`src/rtl/mwkrp_ram.sv`:
```
`timescale 1ns / 1ps
module mwkrp_ram #(
  parameter int Width = 8,
  parameter int Depth = 16
) (
  input  logic                     clk_i,
  input  logic                     we_i,
  input  logic [$clog2(Depth)-1:0] waddr_i,
  input  logic [Width-1:0]         wdata_i,
  input  logic [$clog2(Depth)-1:0] raddr_i,
  output logic [Width-1:0]         rdata_o
);

  logic [Width-1:0] mem_q [Depth];

  always_ff @(posedge clk_i) begin
    if (we_i) begin
      mem_q[waddr_i] <= wdata_i;
    end
    rdata_o <= mem_q[raddr_i];
  end

endmodule

```
`config.mk`:
```
export PLATFORM = sky130hd
export DESIGN_NAME = mwkrp_ram
export DESIGN_NICKNAME = d
export VERILOG_FILES = /design/src/rtl/mwkrp_ram.sv
export SDC_FILE = /design/constraint.sdc
export NUM_CORES = 1
export LEC_CHECK = 0
export BUFFER_PORTS_ARGS = -buffer_cell sky130_fd_sc_hd__buf_2
export CAP_MARGIN = 20
export CORE_ASPECT_RATIO = 1.75
export CORE_MARGIN = 2
export CORE_UTILIZATION = 41
export CTS_CLUSTER_SIZE = 16
export DETAILED_ROUTE_END_ITERATION = 16
export PLACE_DENSITY_LB_ADDON = 0.2
export SYNTH_ARGS = -nofsm -noshare
export SYNTH_HDL_FRONTEND = slang
export SYNTH_SLANG_ARGS = --single-unit
```
`constraint.sdc`:
```
create_clock -name clk_i -period 2.2 [get_ports clk_i]
set_clock_uncertainty 0.2 [all_clocks]
set_input_delay 0.33 -clock clk_i [delete_from_list [all_inputs] [get_ports clk_i]]
set_output_delay 0.33 -clock clk_i [all_outputs]
set_load 0.03 [all_outputs]
```
==> flow_metrics.env, run 1 <==
export IMPL_power_frac_comb=0.050
export IMPL_gp_congestion=0.827
export IMPL_end_kind="flop"
export IMPL_wl_per_cell_um=21.4
export IMPL_rsz0062_at_grt="no"
export IMPL_slew_viol_final=0
export IMPL_netlist_instances=229
export IMPL_ir_drop_uv=800
export IMPL_syn_mean_instance_area_um2=22.5
export IMPL_synth_seq_cells=136
export IMPL_p_sw_mw=1.20
export IMPL_post_cts_resized=0
export IMPL_grt_max_degree=25
export IMPL_status="finished, final reports clean"
export IMPL_cp_num_buf_inv=2
export IMPL_crit_fanout=24
export IMPL_cts_made_buffers=17
export IMPL_synth_top_cell_by_area="edfxtp_1"
export IMPL_critical_path_top_delay_family="multiplexers"
export IMPL_first_pass_iters=4
export IMPL_criticalPathCategory="in -> reg"
export IMPL_tritoncts="yes"
export IMPL_clock_sinks=136
export IMPL_cellPowerDensity_nw_per_um2=971
export IMPL_yosysSeqAreaShare=0.778
export IMPL_die_area_um2=13500
export IMPL_gr_total_overflow=0
export IMPL_coreArea_um2=12400
export IMPL_area_growth_pct=20.4
export IMPL_synth_top_area_share=0.747
export IMPL_io_buffers=25
export IMPL_totalWireLength_mm=10.0
export IMPL_power_mw=6.02
export IMPL_syn_area_um2=5150
export IMPL_fmax_mhz=631
export IMPL_finalHoldViolCount=0
export IMPL_grt_util_all_layers=0.162
export IMPL_final_nets=305
export IMPL_route_detailed_drc=0
export IMPL_slowest_stage="mux4_1"
export IMPL_hold_path_class="in -> reg"
export IMPL_tightest_slew_ps=413
export IMPL_slowest_delay_ps=580
export IMPL_dp_hpwl_mm=6.77
export IMPL_arrival_ps=1670
export IMPL_num_vias=2418
export IMPL_drt_vias_per_instance=5.17
export IMPL_htree_num_levels=4
export IMPL_path_cells="buf_2 -> buf_12 -> mux4_1 -> a22oi_1 -> nand2_1"
export IMPL_die_h_um=152
export IMPL_synthTopCellsByArea="edfxtp_1 (75%), mux4_2 (7.9%), mux4_1 (7.1%)"
export IMPL_setup_violations=0
export IMPL_ant_nets=0
export IMPL_path_clk_slew_ps=60
export IMPL_worst_endpoint_required_ps=2290
export IMPL_tns_ps=0
export IMPL_grt_pass1_wl_mm=15.2
export IMPL_initial_core_util=0.416
export IMPL_fill_cells=997
export IMPL_leakagePower_nw=2.12
export IMPL_synth_cell_types=19
export IMPL_insertion_delay_ps=410
export IMPL_seqPwrFrac=0.485
export IMPL_utilization=0.501
export IMPL_internal_power_mw=4.82
export IMPL_maxCapViolCount=0
export IMPL_die_x_um=88.7
export IMPL_postCtsSetupRepairBufs=0
export IMPL_power_share_clock=0.465
export IMPL_syn_nets=247
export IMPL_hold_slack_ps=107
export IMPL_grt_pass1_vias=2537
export IMPL_initialDrtViolationCount=189
export IMPL_period_share=0.720
export IMPL_cts_root_buf="clkbuf_16"
export IMPL_critPathLaunchType="primary input"
export IMPL_antenna_cells=0
export IMPL_antenna_found_initial=0
export IMPL_drive_above_1_share=0.330
export IMPL_cts_hold_buf=0
export IMPL_ys_warn_count=0
export IMPL_slew_limit_headroom=0.725
export IMPL_cts_buffer_depth=2
export IMPL_ioPinCount=26
export IMPL_p_sw_frac=0.199
export IMPL_period_needed_ps=1580
export IMPL_rows=54
==> layout by cell type, fill, tap and decap left out, types with 2 or more instances in the layout <==
master,n
a22oi_1,16
buf_12,2
buf_2,25
buf_4,22
bufinv_16,3
clkbuf_16,17
clkinv_2,6
clkinvlp_4,2
dfxtp_1,8
edfxtp_1,128
mux4_1,14
mux4_2,18
nand2_1,9
nand2b_1,2
nand3b_1,2
nor2_1,13
nor3_1,4
==> layer usage <==
layer	GRT usage	share of wire	up-vias	wire length (um)
met1	0.187	0.39	1277	3880
met4	0.0649	0.017	0	174
met2	0.284	0.57	47	5670
met3	0.0374	0.030	11	300
met5	0	0	-	0
li1	-	-	1083	-
==> synthesized netlist by cell type <==
cell             instances
edfxtp_1               128
mux4_2                  18
a22oi_1                 16
mux4_1                  14
nor2_1                  13
nand2_1                  9
dfxtp_1                  8
nor3_1                   4
buf_2                    3
buf_6                    3
clkdlybuf4s25_2          3
nand2b_1                 2
nand3b_1                 2
and2_1                   1
and2b_1                  1
buf_4                    1
nand3_1                  1
nor2b_1                  1
or3b_2                   1
==> final timing paths <==
check,startpoint,slack (ps),to,depth (start not counted)
worst max-delay path,raddr_i[0],620,rdata_o[4]$_DFF_P_,5
worst min-delay path,wdata_i[4],110,mem_q[4][4]$_DFFE_PP_,1
worst max register to register,mem_q[1][2]$_DFFE_PP_,660,rdata_o[2]$_DFF_P_,3
worst min register to register,mem_q[11][2]$_DFFE_PP_,480,rdata_o[2]$_DFF_P_,3
==> area by class of cell <==
cell class | instances | area (um2) | area share
clock buffer | 19 | 443 | 0.0715
clock inverter | 13 | 153 | 0.0246
multi-input combinational | 83 | 1060 | 0.171
sequential | 136 | 4000 | 0.646
tap | 168 | 210 | 0.0339
timing repair buffer | 49 | 330 | 0.0533
==> flip-flops by register name (all words and copies together), names as in the netlist <==
register and count:
rdata_o 8, mem_q 128
==> through the flow <==
stage          cells  area, um2  setup slack [ps]
2_1_floorplan    229       5150               177
3_3_place_gp     436       5600               172
3_5_place_dp     436       5600               179
4_1_cts          468       6200               601
5_1_grt          468       6200               501
6_report         468       6200               616
==> power groups by stage <==
| stage | clock network (mW) | logic (mW) | registers, mW |
|---|---|---|---|
| floorplan | 0 | 0.147 | 3.00 |
| global placement | 0 | 0.301 | 2.97 |
| detailed placement | 0 | 0.307 | 2.97 |
| CTS | 2.83 | 0.308 | 2.92 |
| global route | 2.94 | 0.326 | 2.92 |
| finish | 2.80 | 0.302 | 2.92 |
==> worst register-to-register path: cells and delay by family, from the launching register on <==
kind / cells / cell delay, ps
mux: 1 / 530
compound gates: 1 / 270
simple gates: 1 / 90
flops: 1 / 340
==> logic make-up after synthesis <==
kind of cell	synth area share
DFF	0.778
and+or+nand+nor	0.0318
muxes	0.150
AOI/OAI and AO/OA	0.0233
buffers and inverters	0.0168
(Power assumes the default switching activity.)
==> run 2: changes to the inputs <==
- clock period: 2.2 -> 1.3 ns (I/O delays scaled with it)
==> flow_metrics.env, run 2 (same netlist as run 1, synthesis figures left out) <==
export IMPL_multiInputGateArea_um2=1140
export IMPL_crit_fanout=1
export IMPL_slew_limit_headroom=0.527
export IMPL_utilization=0.550
export IMPL_hold_path_end="rdata_o[0]$_DFF_P_"
export IMPL_die_area_um2=13500
export IMPL_ioPinCount=26
export IMPL_regMostFlops="mem_q"
export IMPL_drive_above_1_share=0.505
export IMPL_setup_violations=8
export IMPL_tns_ps=-1050
export IMPL_initialDrtViolationCount=179
export IMPL_area_growth_pct=32.1
export IMPL_hold_slack_ps=48.4
export IMPL_path_cells="mux4_2 -> a22oi_2 -> nand2_1"
export IMPL_totalWireLength_mm=10.2
export IMPL_first_pass_iters=4
export IMPL_post_dp_cell_area_um2=5970
export IMPL_dp_hpwl_mm=7.17
export IMPL_design_area_um2=6800
export IMPL_clock_sinks=136
export IMPL_cellPowerDensity_nw_per_um2=1590
export IMPL_tritoncts="yes"
export IMPL_fill_cells=946
export IMPL_drt_vias_per_instance=5.00
export IMPL_ir_drop_uv=1150
export IMPL_holdCritStartpoint="raddr_i[2]"
export IMPL_io_buffers=25
export IMPL_largestRegisters="mem_q x128, rdata_o x8"
export IMPL_maxCapViolCount=0
export IMPL_grt_max_degree=17
export IMPL_rsz0062_at_grt="yes"
export IMPL_ant_nets=0
export IMPL_cts_made_buffers=17
export IMPL_reg2reg_to="rdata_o[6]$_DFF_P_"
export IMPL_rows=54
export IMPL_hold_path_class="in -> reg"
export IMPL_slowest_delay_ps=500
export IMPL_route_detailed_drc=0
export IMPL_hold_path_depth=4
export IMPL_slew_viol_final=0
export IMPL_wl_per_cell_um=20.4
export IMPL_coreArea_um2=12400
export IMPL_largest_reg_flops=128
export IMPL_regArea_um2=4010
export IMPL_worst_r2r_cell_count=3
export IMPL_initial_core_util=0.416
export IMPL_gr_total_overflow=0
export IMPL_status="finished, violations left"
export IMPL_grt_util_all_layers=0.167
export IMPL_power_mw=10.8
export IMPL_violations="negative setup slack"
export IMPL_gp_congestion=0.755
export IMPL_htree_num_levels=4
export IMPL_criticalPathCategory="reg -> reg"
export IMPL_insertion_delay_ps=420
export IMPL_antenna_cells=0
export IMPL_slowest_stage="mux4_2"
export IMPL_grt_pass1_vias=2725
export IMPL_rrSetupSlack_ps=-160
export IMPL_grt_pass1_wl_mm=15.7
export IMPL_period_needed_ps=1460
export IMPL_die_h_um=152
export IMPL_end_kind="flop"
export IMPL_final_cell_mix="edfxtp_1 (128), buf_4 (35), mux4_2 (32), clkbuf_16 (17), buf_2 (17)"
export IMPL_path_clk_slew_ps=60
export IMPL_leakagePower_nw=2.31
export IMPL_r2r_start="mem_q[8][6]$_DFFE_PP_"
export IMPL_num_vias=2496
export IMPL_setup_ws_ps=-156
export IMPL_postCtsSetupRepairBufs=0
export IMPL_worst_endpoint_required_ps=1400
export IMPL_die_x_um=88.7
export IMPL_cts_root_buf="clkbuf_16"
export IMPL_fmax_mhz=687
export IMPL_final_nets=337
export IMPL_critPathLaunchType="flop"
export IMPL_cts_buffer_depth=2
export IMPL_tightest_slew_ps=706
export IMPL_final_common_cell="edfxtp_1"
export IMPL_arrival_ps=1560
export IMPL_period_share=1.12
export IMPL_antenna_found_initial=0
export IMPL_finalHoldViolCount=0
==> run 2: cell types whose count changed in the layout (fill, tap and decap cells not counted), moves of 10 or more <==
cell / previous run / this run
a22oi_1: 16 / 6
a22oi_2: 0 / 10
buf_12: 2 / 14
buf_4: 22 / 35
mux4_1: 14 / 0
mux4_2: 18 / 32
nor2_1: 13 / 2
==> run 2: worst max-delay path by stage <==
stage | from | cells after the start | to
after detailed placement | raddr_i[0] | 5 | rdata_o[5]$_DFF_P_
after CTS | mem_q[2][3]$_DFFE_PP_ | 3 | rdata_o[3]$_DFF_P_
after global placement | raddr_i[0] | 5 | rdata_o[6]$_DFF_P_
final | mem_q[8][6]$_DFFE_PP_ | 3 | rdata_o[6]$_DFF_P_
after floorplan | waddr_i[2] | 2 | mem_q[0][0]$_DFFE_PP_
after global routing | mem_q[2][3]$_DFFE_PP_ | 3 | rdata_o[3]$_DFF_P_
==> run 2: critical path: cells and delay by family, from the launching register on <==
kind,cells,cell delay (ps)
AO/OA/AOI/OAI,1,220
flip-flops,1,360
multiplexers,1,500
AND/OR/NAND/NOR,1,60
==> run 2: routing by layer <==
layer / track usage / part of all wire / vias to the layer above / wire, um
li1: - / - / 1144 / -
met1: 0.182 / 0.37 / 1303 / 3770
met2: 0.299 / 0.59 / 34 / 6020
met3: 0.0412 / 0.019 / 15 / 195
met4: 0.0714 / 0.020 / 0 / 199
met5: 0 / 0 / - / 0
==> run 2: final cells by class <==
class                           instances  area share
Clock buffer                           19      0.0666
Clock inverter                         12      0.0291
Multi-Input combinational cell         83       0.167
Sequential cell                       136       0.590
Tap cell                              168      0.0309
Timing Repair Buffer                   81       0.116
==> run 2: where the power goes <==
part           internal [mW]  switching (mW)  leakage (nW)
combinational          0.335           0.356         0.768
sequential              4.91          0.0357          1.22
clock                   3.49            1.71         0.315
total                   8.73            2.10          2.31
==> run 2: stage by stage <==
stage	instances	setup WS, ps
4_1_cts	499	-175
6_report	499	-156
5_1_grt	499	-236
2_1_floorplan	229	-198
3_5_place_dp	460	-505
3_3_place_gp	460	-460
==> run 2: repair_timing <==
action | CTS | global route
hold buffers | 8 | 0
pin swaps | 5 | 1
setup endpoints to repair | 16 | 14
hold endpoints to repair | 128 | 0
gates resized for setup | 25 | 7
==> run 3: changes to the inputs <==
- CELL_PAD_IN_SITES_DETAIL_PLACEMENT: default -> 0
- CELL_PAD_IN_SITES_GLOBAL_PLACEMENT: default -> 1
==> flow_metrics.env, run 3 (same netlist as run 1, synthesis figures left out) <==
export IMPL_clock_sinks=136
export IMPL_cp_num_buf_inv=0
export IMPL_seqPwrFrac=0.485
export IMPL_die_x_um=88.7
export IMPL_setup_ws_ps=-144
export IMPL_design_area_um2=6630
export IMPL_area_growth_pct=28.9
export IMPL_grt_util_all_layers=0.168
export IMPL_critical_path_top_delay_family="multiplexers"
export IMPL_route_detailed_drc=0
export IMPL_cts_root_buf="clkbuf_16"
export IMPL_setup_violations=8
export IMPL_antenna_found_initial=0
export IMPL_slew_viol_final=0
export IMPL_grt_pass1_vias=2759
export IMPL_gp_congestion=0.741
export IMPL_die_area_um2=13500
export IMPL_final_cell_mix="edfxtp_1 (128), mux4_2 (32), buf_4 (23), clkbuf_16 (17), buf_2 (17)"
export IMPL_drt_vias_per_instance=5.09
export IMPL_ir_drop_uv=906
export IMPL_die_h_um=152
export IMPL_hold_slack_ps=188
export IMPL_slowest_stage="mux4_2"
export IMPL_end_kind="flop"
export IMPL_cts_made_buffers=17
export IMPL_regMostFlops="mem_q"
export IMPL_status="finished, violations left"
export IMPL_path_clk_slew_ps=60
export IMPL_maxCapViolCount=0
export IMPL_tns_ps=-1000
export IMPL_post_dp_cell_area_um2=5880
export IMPL_largestRegisters="mem_q x128, rdata_o x8"
export IMPL_wl_per_cell_um=21.1
export IMPL_fin_cells=488
export IMPL_final_common_cell="edfxtp_1"
export IMPL_initialDrtViolationCount=177
export IMPL_cellPowerDensity_nw_per_um2=1540
export IMPL_rows=54
export IMPL_final_nets=325
export IMPL_tightest_slew_ps=968
export IMPL_power_mw=10.2
export IMPL_drive_above_1_share=0.475
export IMPL_rsz0062_at_grt="yes"
export IMPL_postCtsSetupRepairBufs=0
export IMPL_grt_pass1_wl_mm=16.0
export IMPL_arrival_ps=1530
export IMPL_tritoncts="yes"
export IMPL_ioPinCount=26
export IMPL_p_sw_frac=0.197
export IMPL_leakagePower_nw=2.21
export IMPL_finalHoldViolCount=0
export IMPL_gr_total_overflow=0
export IMPL_hold_path_class="in -> reg"
export IMPL_ant_nets=0
export IMPL_violations="negative setup slack"
export IMPL_initial_core_util=0.416
export IMPL_slew_limit_headroom=0.354
export IMPL_fmax_mhz=692
export IMPL_dpl_cell_count=448
export IMPL_criticalPathCategory="reg -> reg"
export IMPL_crit_fanout=1
export IMPL_first_pass_iters=5
export IMPL_critPathLaunchType="flop"
export IMPL_num_vias=2483
export IMPL_totalWireLength_mm=10.3
export IMPL_io_buffers=25
export IMPL_insertion_delay_ps=400
export IMPL_p_sw_mw=2.00
export IMPL_period_share=1.11
export IMPL_internal_power_mw=8.18
export IMPL_grt_max_degree=17
export IMPL_slowest_delay_ps=480
export IMPL_power_share_clock=0.450
export IMPL_coreArea_um2=12400
export IMPL_largest_reg_flops=128
export IMPL_dp_hpwl_mm=7.33
export IMPL_power_frac_comb=0.065
export IMPL_htree_num_levels=4
export IMPL_cts_buffer_depth=2
export IMPL_antenna_cells=0
export IMPL_period_needed_ps=1440
export IMPL_worst_endpoint_required_ps=1390
export IMPL_path_cells="mux4_2 -> a22oi_2 -> nand2_1"
export IMPL_fill_cells=960
-- run 3: changes by cell type in the layout (fill, tap and decap cells not counted), sizes merged --
cell | before | now
buf | 73 | 61
clkbuf | 19 | 24
bufinv | 5 | 2
clkinv | 4 | 5
clkinvlp | 2 | 1
inv | 1 | 0
-- run 3: final cells by class --
type | instances | area, um2 | share of cell area
clock buffer | 24 | 482 | 0.0726
timing repair buffer | 69 | 697 | 0.105
tap | 168 | 210 | 0.0317
sequential | 136 | 4010 | 0.604
multi-input combinational | 83 | 1140 | 0.172
clock inverter | 8 | 96.3 | 0.0145
-- run 3: path summary, 6_finish.rpt --
check	start	endpoint	slack, ps	cells after the start
worst max-delay path	mem_q[0][0]$_DFFE_PP_	rdata_o[0]$_DFF_P_	-140	3
worst min-delay path	waddr_i[1]	mem_q[4][4]$_DFFE_PP_	190	4
worst max register to register	mem_q[0][0]$_DFFE_PP_	rdata_o[0]$_DFF_P_	-140	3
worst min register to register	mem_q[14][5]$_DFFE_PP_	rdata_o[5]$_DFF_P_	480	3
-- run 3: timing repair --
action	in CTS	in global routing
gates cloned	0	0
pin swaps	6	2
hold buffers	8	0
endpoints found under the setup margin	16	14
hold endpoints to repair	126	0
gates resized for setup	22	9
-- run 3: metrics by stage --
| stage | worst slack, ps | utilization |
|---|---|---|
| after floorplan | -198 | - |
| after global routing | -186 | 0.537 |
| after detailed placement | -531 | 0.475 |
| final | -144 | 0.537 |
| after global placement | -535 | 0.475 |
| after CTS | -155 | 0.535 |
-- run 3: tightest hold or removal path, cell delays in order --
cell and delay [ps]:
buf_2 130, buf_4 120, nor3_4 40, buf_12 130
-- run 3: power by group through the flow --
stage                     Combinational [mW]  Clock [mW]  Sequential (mW)
after detailed placement               0.602           0             5.02
after global placement                 0.594           0             5.02
final                                  0.661        4.58             4.94
after CTS                              0.665        4.66             4.94
after global routing                   0.712        4.89             4.95
after floorplan                        0.285           0             5.07
-- run 3: routing by layer --
| layer | routed length [um] | track usage | part of all wire | vias up |
|---|---|---|---|---|
| met1 | 3920 | 0.199 | 0.38 | 1304 |
| met4 | 115 | 0.0584 | 0.011 | 0 |
| met3 | 252 | 0.0455 | 0.025 | 8 |
| met5 | 0 | 0 | 0 | - |
| met2 | 5980 | 0.289 | 0.58 | 53 |
| li1 | - | - | - | 1118 |
